**config.mk**
```make
export PLATFORM = sky130hd
export DESIGN_NAME = integer_to_ascii_radix_core
export DESIGN_NICKNAME = d
export VERILOG_FILES = /design/src/hdl/itar_pkg.sv /design/src/hdl/integer_to_ascii_radix_core.sv /design/src/hdl/itar_divider.sv /design/src/hdl/itar_digit_stack.sv
export SDC_FILE = /design/constraint.sdc
export NUM_CORES = 1
export LEC_CHECK = 0
export BUFFER_PORTS_ARGS = -buffer_cell sky130_fd_sc_hd__buf_4
export CAP_MARGIN = 30
export CORE_UTILIZATION = 40
export DETAILED_ROUTE_END_ITERATION = 16
export PLACE_DENSITY = 0.58
export SYNTH_ARGS = -nofsm -noshare
export SYNTH_HDL_FRONTEND = slang
export SYNTH_HIERARCHICAL = 1
export SYNTH_SLANG_ARGS = --single-unit
export TNS_END_PERCENT = 20
```
**constraint.sdc**
```tcl
create_clock -name clk -period 5.9 [get_ports clk]
set_clock_uncertainty 0.2 [all_clocks]
set_input_delay 0.59 -clock clk [delete_from_list [all_inputs] [get_ports clk]]
set_output_delay 0.59 -clock clk [all_outputs]
set_load 0.01 [all_outputs]
```
**src/hdl/itar_pkg.sv**
```systemverilog
// Shared types, constants and a helper function for the integer-to-ASCII formatter.
package itar_pkg;

    localparam int DATA_W        = 32;
    localparam int BASE_W        = 6;
    localparam int MINW_W        = 6;
    localparam int CHAR_W        = 8;
    localparam int DIGIT_W       = 6;
    localparam int DIGIT_SLOTS   = 32;
    localparam int ND_W          = $clog2(DIGIT_SLOTS + 1);
    localparam int MAX_WIDTH_DEF = 32;

    localparam logic [BASE_W-1:0] RADIX_MIN = BASE_W'(2);
    localparam logic [BASE_W-1:0] RADIX_MAX = BASE_W'(36);
    localparam logic [BASE_W-1:0] RADIX_DEC = BASE_W'(10);

    localparam logic [CHAR_W-1:0] CHAR_ZERO  = 8'h30;
    localparam logic [CHAR_W-1:0] CHAR_MINUS = 8'h2D;
    localparam logic [CHAR_W-1:0] CHAR_PLUS  = 8'h2B;
    localparam logic [CHAR_W-1:0] CHAR_ALPHA = 8'h41 - 8'd10;

    typedef enum logic [2:0] {
        S_IDLE,
        S_DIV,
        S_DIV_WAIT,
        S_SIGN,
        S_PAD,
        S_DIGIT
    } itar_state_t;

    typedef struct packed {
        logic push;
        logic pop;
    } itar_stack_cmd_t;

    function automatic logic [CHAR_W-1:0] digit_to_char(input logic [DIGIT_W-1:0] d);
        logic [CHAR_W-1:0] d_ext;
        d_ext = CHAR_W'(d);
        if (d > DIGIT_W'(9))
        begin
            return d_ext + CHAR_ALPHA;
        end
        return d_ext + CHAR_ZERO;
    endfunction

endpackage

```
**src/hdl/integer_to_ascii_radix_core.sv**
```systemverilog
// Top level of the integer-to-ASCII formatter: sequencer, output register and units.
//
// The block takes one number per transfer on the input channel (value, base,
// signed_decimal, min_width) and returns its text as a stream of ASCII
// transfers on the output channel, most significant character first, with
// last set on the final character. No terminator is sent.
// Digits are produced least significant first by one shared shift/subtract
// divider, which needs 32 steps per digit.
// in_ready is high only while the block is idle, so one number is worked on
// at a time; the next number may be taken while the last character of the
// previous one still sits in the output register.
// When the receiver holds out_ready low, the output register keeps its
// character and the sequencer waits; nothing is dropped.
// Reset (rst_n low, asynchronous) returns the sequencer to idle and empties
// the output register; no clearing pass is needed.
module integer_to_ascii_radix_core
    import itar_pkg::*;
#(
    parameter int MAX_WIDTH = MAX_WIDTH_DEF
)
(
    input  logic                clk,
    input  logic                rst_n,
    input  logic                in_valid,
    output logic                in_ready,
    input  logic [DATA_W-1:0]   value,
    input  logic [BASE_W-1:0]   base,
    input  logic                signed_decimal,
    input  logic [MINW_W-1:0]   min_width,
    output logic                out_valid,
    input  logic                out_ready,
    output logic [CHAR_W-1:0]   character,
    output logic                last
);

    localparam int PAD_W = $clog2(MAX_WIDTH + 1);
    localparam int CMP_W = (PAD_W > ND_W) ? PAD_W : ND_W;

    itar_state_t state_reg, state_next;

    // Working registers for the number in progress.
    logic [DATA_W-1:0] mag_reg, mag_next;
    logic [BASE_W-1:0] radix_reg, radix_next;
    logic              sdec_reg, sdec_next;
    logic              neg_reg, neg_next;
    logic [PAD_W-1:0]  width_reg, width_next;
    logic [ND_W-1:0]   nd_reg, nd_next;
    logic [PAD_W-1:0]  pad_reg, pad_next;

    // Output register.
    logic              out_valid_reg, out_valid_next;
    logic [CHAR_W-1:0] char_reg, char_next;
    logic              last_reg, last_next;

    // Sequencer outputs.
    logic              accept;
    logic              div_start;
    logic              load_out;
    logic [CHAR_W-1:0] load_char;
    logic              load_last;
    itar_stack_cmd_t   stack_cmd;

    logic              out_free;
    logic              div_busy;
    logic              div_done;
    logic [DATA_W-1:0] div_quotient;
    logic [BASE_W-1:0] div_remainder;
    logic [DIGIT_W-1:0] top_digit;

    logic [ND_W-1:0]   nd_inc;
    logic [CMP_W-1:0]  width_ext;
    logic [CMP_W-1:0]  nd_ext;
    logic [PAD_W-1:0]  pad_calc;
    logic              quo_zero;

    itar_divider u_divider (
        .clk       (clk),
        .rst_n     (rst_n),
        .start     (div_start),
        .dividend  (mag_reg),
        .divisor   (radix_reg),
        .busy      (div_busy),
        .done      (div_done),
        .quotient  (div_quotient),
        .remainder (div_remainder)
    );

    itar_digit_stack #(
        .DEPTH (DIGIT_SLOTS)
    ) u_stack (
        .clk        (clk),
        .cmd        (stack_cmd),
        .push_digit (DIGIT_W'(div_remainder)),
        .top_digit  (top_digit)
    );

    // The output register can take a new character when it is empty or
    // its current character is transferred in this cycle.
    assign out_free = !out_valid_reg || out_ready;

    // Number of padding zeros once the digit just finished is counted.
    assign nd_inc    = nd_reg + 1'b1;
    assign width_ext = CMP_W'(width_reg);
    assign nd_ext    = CMP_W'(nd_inc);
    assign pad_calc  = (width_ext > nd_ext) ? PAD_W'(width_ext - nd_ext) : '0;
    assign quo_zero  = (div_quotient == '0);

    // Next-state logic.
    always_comb
    begin
        state_next = state_reg;
        unique case (state_reg)
            S_IDLE:
            begin
                if (in_valid)
                begin
                    state_next = S_DIV;
                end
            end
            S_DIV:
            begin
                state_next = S_DIV_WAIT;
            end
            S_DIV_WAIT:
            begin
                if (div_done)
                begin
                    if (!quo_zero)
                    begin
                        state_next = S_DIV;
                    end
                    else if (sdec_reg)
                    begin
                        state_next = S_SIGN;
                    end
                    else if (pad_calc != '0)
                    begin
                        state_next = S_PAD;
                    end
                    else
                    begin
                        state_next = S_DIGIT;
                    end
                end
            end
            S_SIGN:
            begin
                if (out_free)
                begin
                    state_next = (pad_reg != '0) ? S_PAD : S_DIGIT;
                end
            end
            S_PAD:
            begin
                if (out_free && pad_reg == PAD_W'(1))
                begin
                    state_next = S_DIGIT;
                end
            end
            S_DIGIT:
            begin
                if (out_free && nd_reg == ND_W'(1))
                begin
                    state_next = S_IDLE;
                end
            end
            default:
            begin
                state_next = S_IDLE;
            end
        endcase
    end

    // Sequencer outputs.
    always_comb
    begin
        in_ready       = 1'b0;
        accept         = 1'b0;
        div_start      = 1'b0;
        load_out       = 1'b0;
        load_char      = CHAR_ZERO;
        load_last      = 1'b0;
        stack_cmd.push = 1'b0;
        stack_cmd.pop  = 1'b0;
        unique case (state_reg)
            S_IDLE:
            begin
                in_ready = 1'b1;
                accept   = in_valid;
            end
            S_DIV:
            begin
                div_start = 1'b1;
            end
            S_DIV_WAIT:
            begin
                stack_cmd.push = div_done;
            end
            S_SIGN:
            begin
                load_out  = out_free;
                load_char = neg_reg ? CHAR_MINUS : CHAR_PLUS;
            end
            S_PAD:
            begin
                load_out  = out_free;
                load_char = CHAR_ZERO;
            end
            S_DIGIT:
            begin
                load_out      = out_free;
                load_char     = digit_to_char(top_digit);
                load_last     = (nd_reg == ND_W'(1));
                stack_cmd.pop = out_free;
            end
            default:
            begin
                in_ready = 1'b0;
            end
        endcase
    end

    // Datapath updates.
    always_comb
    begin
        mag_next   = mag_reg;
        radix_next = radix_reg;
        sdec_next  = sdec_reg;
        neg_next   = neg_reg;
        width_next = width_reg;
        nd_next    = nd_reg;
        pad_next   = pad_reg;

        if (accept)
        begin
            sdec_next = signed_decimal;
            nd_next   = '0;
            if (int'(min_width) > MAX_WIDTH)
            begin
                width_next = PAD_W'(MAX_WIDTH);
            end
            else
            begin
                width_next = PAD_W'(min_width);
            end
            if (signed_decimal)
            begin
                radix_next = RADIX_DEC;
                neg_next   = value[DATA_W-1];
                mag_next   = value[DATA_W-1] ? (~value + 1'b1) : value;
            end
            else
            begin
                neg_next = 1'b0;
                mag_next = value;
                if (base < RADIX_MIN)
                begin
                    radix_next = RADIX_MIN;
                end
                else if (base > RADIX_MAX)
                begin
                    radix_next = RADIX_MAX;
                end
                else
                begin
                    radix_next = base;
                end
            end
        end

        if (stack_cmd.push)
        begin
            mag_next = div_quotient;
            nd_next  = nd_inc;
            pad_next = pad_calc;
        end

        if (load_out && state_reg == S_PAD)
        begin
            pad_next = pad_reg - 1'b1;
        end

        if (stack_cmd.pop)
        begin
            nd_next = nd_reg - 1'b1;
        end
    end

    // Output register: a new character replaces a transferred one.
    always_comb
    begin
        out_valid_next = out_valid_reg;
        char_next      = char_reg;
        last_next      = last_reg;
        if (load_out)
        begin
            out_valid_next = 1'b1;
            char_next      = load_char;
            last_next      = load_last;
        end
        else if (out_ready)
        begin
            out_valid_next = 1'b0;
        end
    end

    always_ff @(posedge clk or negedge rst_n)
    begin
        if (!rst_n)
        begin
            state_reg     <= S_IDLE;
            out_valid_reg <= 1'b0;
            nd_reg        <= '0;
            pad_reg       <= '0;
        end
        else
        begin
            state_reg     <= state_next;
            out_valid_reg <= out_valid_next;
            nd_reg        <= nd_next;
            pad_reg       <= pad_next;
        end
    end

    always_ff @(posedge clk)
    begin
        mag_reg   <= mag_next;
        radix_reg <= radix_next;
        sdec_reg  <= sdec_next;
        neg_reg   <= neg_next;
        width_reg <= width_next;
        char_reg  <= char_next;
        last_reg  <= last_next;
    end

    assign out_valid = out_valid_reg;
    assign character = char_reg;
    assign last      = last_reg;

`ifndef SYNTH
    // A digit is only popped while the stack still holds digits.
    a_pop_nonempty: assert property (@(posedge clk) disable iff (!rst_n)
        (state_reg == S_DIGIT) |-> (nd_reg != '0))
        else $error("digit output with empty digit stack");

    // A new number is never taken while the divider is still working.
    a_accept_div_idle: assert property (@(posedge clk) disable iff (!rst_n)
        (in_valid && in_ready) |-> !div_busy)
        else $error("input transfer while divider busy");

    // Divider results arrive only while the sequencer waits for them.
    a_done_in_wait: assert property (@(posedge clk) disable iff (!rst_n)
        div_done |-> (state_reg == S_DIV_WAIT))
        else $error("divider result outside wait state");

    // Loading the final character returns the sequencer to idle.
    a_last_to_idle: assert property (@(posedge clk) disable iff (!rst_n)
        (load_out && load_last) |=> (state_reg == S_IDLE))
        else $error("sequencer not idle after final character");
`endif

endmodule

```
**src/hdl/itar_divider.sv**
```systemverilog
// Iterative restoring divider: one quotient bit per cycle, shared by every digit.
module itar_divider
    import itar_pkg::*;
(
    input  logic                clk,
    input  logic                rst_n,
    input  logic                start,
    input  logic [DATA_W-1:0]   dividend,
    input  logic [BASE_W-1:0]   divisor,
    output logic                busy,
    output logic                done,
    output logic [DATA_W-1:0]   quotient,
    output logic [BASE_W-1:0]   remainder
);

    localparam int STEP_W = $clog2(DATA_W);
    localparam logic [STEP_W-1:0] LAST_STEP = STEP_W'(DATA_W - 1);

    logic [DATA_W-1:0] quo_reg, quo_next;
    logic [BASE_W-1:0] rem_reg, rem_next;
    logic [BASE_W-1:0] div_reg, div_next;
    logic [STEP_W-1:0] step_reg, step_next;
    logic              busy_reg, busy_next;
    logic              done_reg, done_next;

    logic [BASE_W:0]   shifted;
    logic [BASE_W:0]   diff;
    logic              fits;

    // One restoring step: bring down the next dividend bit and try a subtract.
    assign shifted = {rem_reg, quo_reg[DATA_W-1]};
    assign diff    = shifted - {1'b0, div_reg};
    assign fits    = shifted >= {1'b0, div_reg};

    always_comb
    begin
        quo_next  = quo_reg;
        rem_next  = rem_reg;
        div_next  = div_reg;
        step_next = step_reg;
        busy_next = busy_reg;
        done_next = 1'b0;
        if (start)
        begin
            quo_next  = dividend;
            rem_next  = '0;
            div_next  = divisor;
            step_next = '0;
            busy_next = 1'b1;
        end
        else if (busy_reg)
        begin
            quo_next  = {quo_reg[DATA_W-2:0], fits};
            rem_next  = fits ? diff[BASE_W-1:0] : shifted[BASE_W-1:0];
            step_next = step_reg + 1'b1;
            if (step_reg == LAST_STEP)
            begin
                busy_next = 1'b0;
                done_next = 1'b1;
            end
        end
    end

    always_ff @(posedge clk or negedge rst_n)
    begin
        if (!rst_n)
        begin
            busy_reg <= 1'b0;
            done_reg <= 1'b0;
            step_reg <= '0;
        end
        else
        begin
            busy_reg <= busy_next;
            done_reg <= done_next;
            step_reg <= step_next;
        end
    end

    always_ff @(posedge clk)
    begin
        quo_reg <= quo_next;
        rem_reg <= rem_next;
        div_reg <= div_next;
    end

    assign busy      = busy_reg;
    assign done      = done_reg;
    assign quotient  = quo_reg;
    assign remainder = rem_reg;

endmodule

```
**src/hdl/itar_digit_stack.sv**
```systemverilog
// Last-in first-out shift stack that reverses the digit order for output.
module itar_digit_stack
    import itar_pkg::*;
#(
    parameter int DEPTH = DIGIT_SLOTS
)
(
    input  logic                 clk,
    input  itar_stack_cmd_t      cmd,
    input  logic [DIGIT_W-1:0]   push_digit,
    output logic [DIGIT_W-1:0]   top_digit
);

    logic [DIGIT_W-1:0] entry_reg [DEPTH];

    always_ff @(posedge clk)
    begin
        if (cmd.push)
        begin
            entry_reg[0] <= push_digit;
            for (int i = 1; i < DEPTH; i++)
            begin
                entry_reg[i] <= entry_reg[i-1];
            end
        end
        else if (cmd.pop)
        begin
            for (int i = 0; i < DEPTH - 1; i++)
            begin
                entry_reg[i] <= entry_reg[i+1];
            end
        end
    end

    assign top_digit = entry_reg[0];

endmodule
```
; After elaboration in Yosys (flattened, before gate mapping)
; Memories as Yosys holds them, arrays and structs flattened.
; Cells that the tools add are included.
[op_classes]
add_sub_neg = 9
n_mul = 0
div = 0
magnitude_cmp = 6
n_eq_ne = 13
n_shift = 0
muxes = 83
bitwise = 32
n_reduce_logical = 18
[op_table]
columns = operator, n
row1 = $mux W6, 39
row2 = $mux W32, 6
row3 = $add A32 B1 Y32 const B, 1
row4 = $logic_not A32 Y1, 1
row5 = $not A32 Y32, 1
row6 = $or A1 B1 Y1, 31
row7 = $mux W3, 8
row8 = $mux W1, 23
row9 = $pmux W3 S6, 1
row10 = $mux W8, 2
row11 = $pmux W8 S2, 1
row12 = $add A6 B6 Y7 const B, 2
row13 = $eq A6 B1 Y1 const B, 2
row14 = $gt A6 B6 Y1 const B, 2
row15 = $reduce_bool A6 Y1, 2
row16 = $sub A6 B1 Y6 const B, 2
row17 = $sub A6 B6 Y6, 2
row18 = $mux W5, 2
row19 = $ne A2 B2 Y1 const B, 4
row20 = $reduce_bool A2 Y1, 4
row21 = $ge A7 B6 Y1, 1
row22 = $add A6 B1 Y6 const B, 1
row23 = $eq A3 B2 Y1 const B, 2
row24 = $eq A3 B3 Y1 const B, 2
row25 = 16 further kinds, 19
[word_totals]
register_bits = 122
latch_bits = 0
ram_bits = 192
romBits = 0
in_bits = 49
out_inout_bits = 11
wordCells = 181
memories = 1
[mem_list]
columns = memory, words, width, read_ports, rd_ports_with_merged_regs, write_ports, line
row1 = u_stack.entry_reg, 32, 6, 32, 0, 32, itar_digit_stack.sv:14  ; logic [DIGIT_W-1:0] entry_reg [DEPTH];

; Depth between registers and ports, before layout
; Gate-level depths: netlist (run 1).
[logic_depth]
depth_word = 9
ltp_mapped = 11
ltp_nobuf = 10

; By module
; Netlist (run 1), hierarchy kept.
[by_module_without_submodules]
columns = mod, n_inst, cells_per_inst, area_per_inst_um2, seq_area_each_um2
row1 = itar_digit_stack, 1, 407, 8130.3, 5765.5
row2 = integer_to_ascii_radix_core, 1, 474, 4423.0, 2021.9
row3 = itar_divider, 1, 177, 2421.1, 1436.4

; Worst setup path after synthesis (run 1)
; Ideal clock, no wire load.
[synth_path]
path_type = register to register
from = register state_reg[1]
to = memory u_stack.entry_reg[0][0] (enable)
setup_ns = 0.469
t_arrival_ns = 4.582
t_required_ns = 5.231
path_slack_ns = 0.650
path_stages_with_launch = 10
path_buffers = 5
synth_period_minus_slack_ns = 5.250
path_cell_list = dfrtp_1 > nor2b_1 > nand2_1 > inv_1 > clkbuf_1 > buf_1 > buf_2 > buf_2 > buf_2 > or2_2
[synth_rtl]
columns = element, line
row1 = "start, declared", integer_to_ascii_radix_core.sv:39  ; itar_state_t state_reg, state_next;
row2 = "start signal, assigned", integer_to_ascii_radix_core.sv:318  ; state_reg <= state_next;
row3 = "end, declared", itar_digit_stack.sv:14

==> flow_summary.ini, run 1 <==
[drt]
drtIter0Drc = 517
wl_per_cell_um = 16.3
wl_um = 26200
firstDrtPassIters = 5
vias = 8316
viasPerCell = 5.18
drc_errors = 0
antenna_left = 0

[layout]
diodes = 0
final.fill_count = 3247
final_util = 0.462
syn_to_final_growth_pct = 13.1
drive_gt1_frac = 0.307
largest_reg_flops = 192
layout.nets = 1187

[timing]
max-slew-margin-rel = 0.419
slew_viol_final = 0
period_minus_slack_ps = 3580
worst_slew_pin_slew_ps = 872
rsz0062_at_grt = false
finalCritPeriodShare = 0.607
final-setup-viol-count = 0
tns_ps = 0
setup_ws_ps = 2320
hold_violations = 0
fmax_mhz = 279

[critical_path]
required_ps = 5990
cp_max_fo = 65
critical_path.startpoint_type = flop
critPathSlowestCell = nand2b_4
path_class = flop to flop
crit_top_cell = buf_4
path_buf_inv = 4
crit-reg2reg-launch = state_reg[2]$_DFFE_PN0P_
end_kind = flop
cpPeakStageDelay_ps = 520
arrival_ps = 3670
critPathLaunch = state_reg[2]$_DFFE_PN0P_
critical_path.cell_chain = nor2b_1, nand2_1, buf_4, inv_4, nand2b_4, buf_16, buf_4, mux2_2
cp_top_family = buffers and inverters

[logic_synthesis]
yosysTopAreaCell = edfxtp_1
netlist_area_um2 = 15000
synth_edf_count = 284
synth_fa_ha_area_frac = 0.0227
async_reset_ff_frac = 0.0735
synth_commonest_cells = 284 x edfxtp_1, 199 x mux2_2, 68 x nand2_1
synth_xor_area_frac = 0.0275
synth.area.mux_share = 0.173
postSynthCellCount = 1058
yosys_warnings = 6
synth_top_family_by_area = multiplexers
netlist_top_cells_area = edfxtp_1 57%, mux2_2 15%, dfrtp_1 3.8%
synth-compound-area-share = 0.0553
synth-seq-cells = 313
synth-simple-area-share = 0.0775
synth.avg_cell_area_um2 = 14.2
synth_top_flop_cell = edfxtp_1
synth_fp_nets = 1133
synth_most_common_cell = edfxtp_1
ys_types = 69
netlist.area_leader.share = 0.570
yosysSeqAreaShare = 0.616

[floorplanning]
io_pins = 60
start_util = 0.408
die_h_um = 195
core-area_um2 = 36700
die_area_um2 = 38200
die_w_um = 195
rows = 70

[clocking]
cts_buffers = 35
clk_pin_slew_worst_paths_ps = 60
htreeDepth = 2
clockRootBuffer = clkbuf_16
cts_tree = done
cts_resized = 0
clk_latency_ps = 540
cts_hold_buf = 1
post_cts.repair.setup_buffers = 0
clkSinkCount = 313
cts_max_path_buffers = 3

[flow_run]
cap_violations = 0

[status]
status = finished clean

[pwr]
power.leakage_uw = 0.00551
power_density_nw_per_um2 = 266
ir_worst_vdd_v = 0.000145

[placement]
hpwl_um = 16800
place_ws_ps = 2300
gp_congestion = 0.837
port_buffers = 58

[global_routing]
grt_overflow = 0
antenna_found_initial = 0
grt_pass1_vias = 8359
grt_pass1_wl_um = 43400
grt_usage = 0.141
grt_max_degree = 80

[min_path]
worstHoldStart = min_width[5]
hp-class = input port to flop
==> area by class of cell <==
| type | instances | area, um2 | share of cell area |
|---|---|---|---|
| clock inverters | 11 | 113 | 0.00665 |
| flip-flops and latches | 313 | 9220 | 0.545 |
| repair buffers | 70 | 601 | 0.0355 |
| multi-input cells | 658 | 5350 | 0.316 |
| well taps | 468 | 586 | 0.0346 |
| inverters | 34 | 130 | 0.00768 |
| clock buffers | 50 | 942 | 0.0556 |
==> final timing paths <==
kind | endpoint | depth (start not counted) | slack (ps)
worst max-delay path | u_stack/entry_reg[0][60]$_DFFE_PP_ | 8 | 2320
worst min-delay path | width_ext[5]$_SDFFCE_PN1P_ | 1 | 80
worst max register to register | u_stack/entry_reg[0][60]$_DFFE_PP_ | 8 | 2320
worst min register to register | u_divider/div_reg[5]$_DFFE_PP_ | 0 | 220
max in group asynchronous | nd_reg[5]$_DFFE_PN0P_ | 2 | 4920
min in group asynchronous | state_reg[0]$_DFFE_PN0P_ | 2 | 310
==> where the power goes <==
part	switching [uW]	internal, uW	total (uW)
logic	49.7	46.7	96.4
registers	0.0000000000000217	2390	2390
clock network	860	1170	2030
total	910	3600	4510
==> kinds of logic after synthesis <==
logic type,Yosys count
xor gates and xnor gates,47
DFF,313
other,1
muxes,224
and+or+nand+nor,226
adders and majority gates,26
AOI/OAI and AO/OA,134
buffers and inverters,87
==> placed cells by master, fill, tap and decap left out, drive strengths merged, types with 3 or more instances in the layout <==
master  synthesis  layout
edfxtp        284     284
mux2          219     219
buf            39      69
nand2          68      68
nor2           54      54
o21ai          53      53
clkbuf         14      50
inv            33      34
a21oi          31      31
xnor2          25      25
ha             24      24
dfrtp          23      23
xor2           22      22
nor2b          15      15
nand3          14      14
nor4           14      14
nor3           13      13
clkinv          1      10
nand2b          9       9
o31ai           9       9
nand4           8       8
or3             7       7
and2            6       6
dfxtp           6       6
a31oi           5       5
a211oi          5       5
mux2i           5       5
or4             5       5
o22ai           4       4
o211ai          4       4
nor3b           4       4
o221ai          4       4
or2             4       4
a21o            3       3
==> layer usage <==
| metal | vias up | global-route usage | wire [um] |
|---|---|---|---|
| met1 | 4051 | 0.197 | 12600 |
| met5 | - | 0 | 0 |
| met3 | 46 | 0.0257 | 1050 |
| li1 | 4079 | - | - |
| met2 | 140 | 0.217 | 12000 |
| met4 | 0 | 0.0551 | 646 |
==> metrics by stage <==
stage               hold slack [ps]  power (uW)  instances  instance area, um2
floorplan                      94.4        2480       1058               15000
global placement                205        2530       1539               15800
detailed placement              206        2540       1542               15900
CTS                            52.8        4590       1604               16900
global route                   64.0        4680       1604               16900
finish                         83.4        4510       1604               16900
(Power assumes the default switching activity.)
==> run 2, diff against run 1 <==
clock period = 3.7 ns   (was 5.9 ns; I/O delays follow)
==> flow_summary.ini, run 2 (same netlist as run 1, synthesis figures left out) <==
[status]
status = finished clean

[timing]
fmax_mhz = 336
tns_ps = 0
hold_violations = 0
slew_viol_final = 0
rsz0062_at_grt = false
finalCritPeriodShare = 0.805
final-setup-viol-count = 0
period_minus_slack_ps = 2980
max-slew-margin-rel = 0.446
worst_slew_pin_slew_ps = 831
setup_ws_ps = 720

[layout]
final_cells = 1618
final_common_cell = edfxtp_1
diodes = 0
final.fill_count = 3215
layout.nets = 1201
drive_gt1_frac = 0.313
final_cell_mix = 284 x edfxtp_1, 199 x mux2_2, 68 x nand2_1, 68 x buf_4, 54 x nor2_1
largest_reg_flops = 192
final_util = 0.467
syn_to_final_growth_pct = 14.4

[clocking]
cts_tree = done
clk_latency_ps = 520
cts_buffers = 35
clkSinkCount = 313
htreeDepth = 2
clockRootBuffer = clkbuf_16
cts_max_path_buffers = 3
post_cts.repair.setup_buffers = 0
clk_pin_slew_worst_paths_ps = 60

[pwr]
total_power_uw = 7430
p_sw_uw = 1450
power.leakage_uw = 0.00561
power_density_nw_per_um2 = 434
p_seq_frac = 0.514
p_clk_frac = 0.465
p_comb_frac = 0.022
internal-power_uw = 5970
p_sw_frac = 0.196
ir_worst_vdd_v = 0.000225

[global_routing]
antenna_found_initial = 0
grt_max_degree = 81
grt_pass1_vias = 8382
grt_usage = 0.140
grt_pass1_wl_um = 43600
grt_overflow = 0

[critical_path]
crit-reg2reg-launch = state_reg[0]$_DFFE_PN0P_
r2r_slack_ps = 720
cp_max_fo = 33
critical_path.startpoint_type = flop
arrival_ps = 3030
end_kind = flop
required_ps = 3750
reg2reg_depth = 7
path_class = flop to flop
rr_endpoint = u_stack/entry_reg[0][53]$_DFFE_PP_

[floorplanning]
core-area_um2 = 36700
die_w_um = 195
rows = 70
io_pins = 60
die_h_um = 195
start_util = 0.408
die_area_um2 = 38200

[placement]
gp_congestion = 0.806
placedCellCount = 1544
port_buffers = 58
hpwl_um = 16800
place_ws_ps = 728

[flow_run]
cap_violations = 0

[drt]
vias = 8307
firstDrtPassIters = 4
drtIter0Drc = 521
wl_per_cell_um = 16.3
wl_um = 26400
drc_errors = 0
antenna_left = 0
viasPerCell = 5.13

[min_path]
whs_endpoint = radix_reg[5]$_SDFFCE_PP0P_
hp-class = input port to flop
holdPathStages = 2
worstHoldStart = base[5]
==> run 2: layout make-up <==
class | count | area, um2 | share of cell area
clock inverter | 16 | 201 | 0.0118
clock buffer | 45 | 935 | 0.0546
tap | 468 | 586 | 0.0342
multi-input combinational | 658 | 5350 | 0.312
timing repair buffer | 84 | 701 | 0.0409
inverter | 34 | 130 | 0.00760
sequential | 313 | 9220 | 0.538
==> run 2: metal layers <==
metal	vias up	global-route usage	share of wire
li1	4110	-	-
met4	0	0.0472	0.019
met5	-	0	0
met1	4054	0.203	0.50
met2	104	0.213	0.45
met3	39	0.0230	0.037
==> run 2: worst max path at each step <==
stage / startpoint / endpoint / slack (ps) / cells past startpoint
5_1_grt: state_reg[0]$_DFFE_PN0P_ / u_stack/entry_reg[0][53]$_DFFE_PP_ / 530 / 7
3_3_place_gp: state_reg[0]$_DFFE_PN0P_ / u_stack/entry_reg[1][5]$_DFFE_PP_ / 800 / 7
4_1_cts: state_reg[0]$_DFFE_PN0P_ / u_stack/entry_reg[0][53]$_DFFE_PP_ / 700 / 7
6_report: state_reg[0]$_DFFE_PN0P_ / u_stack/entry_reg[0][53]$_DFFE_PP_ / 720 / 7
3_5_place_dp: state_reg[0]$_DFFE_PN0P_ / u_stack/entry_reg[0][53]$_DFFE_PP_ / 730 / 7
2_1_floorplan: state_reg[1]$_DFFE_PN0P_ / u_stack/entry_reg[0][0]$_DFFE_PP_ / 7 / 9
==> run 2: repair_timing <==
action,4_1_cts,5_1_grt
hold buffers,13,0
resized for setup,0,0
endpoints found under the hold margin,35,0
==> run 2: metrics by stage <==
stage               instance area, um2  hold WS [ps]
global placement                 15900          99.5
global route                     17100          11.8
detailed placement               15900           104
finish                           17100          29.2
CTS                              17100          1.58
floorplan                        15000          -126
==> run 2: power groups by stage <==
stage / clock, uW / combinational [uW] / sequential [uW]
4_1_cts: 3560 / 162 / 3810
3_5_place_dp: 0 / 151 / 3890
5_1_grt: 3690 / 177 / 3810
3_3_place_gp: 0 / 148 / 3890
2_1_floorplan: 0 / 71.1 / 3890
6_report: 3450 / 160 / 3820
==> run 2: critical path, stage by stage (launching register included) <==
cell and delay [ps]:
dfrtp_1 490, nor2b_1 210, and2_1 190, nand2_1 120, clkinv_1 280, nand2b_4 490, buf_4 340, mux2_2 360
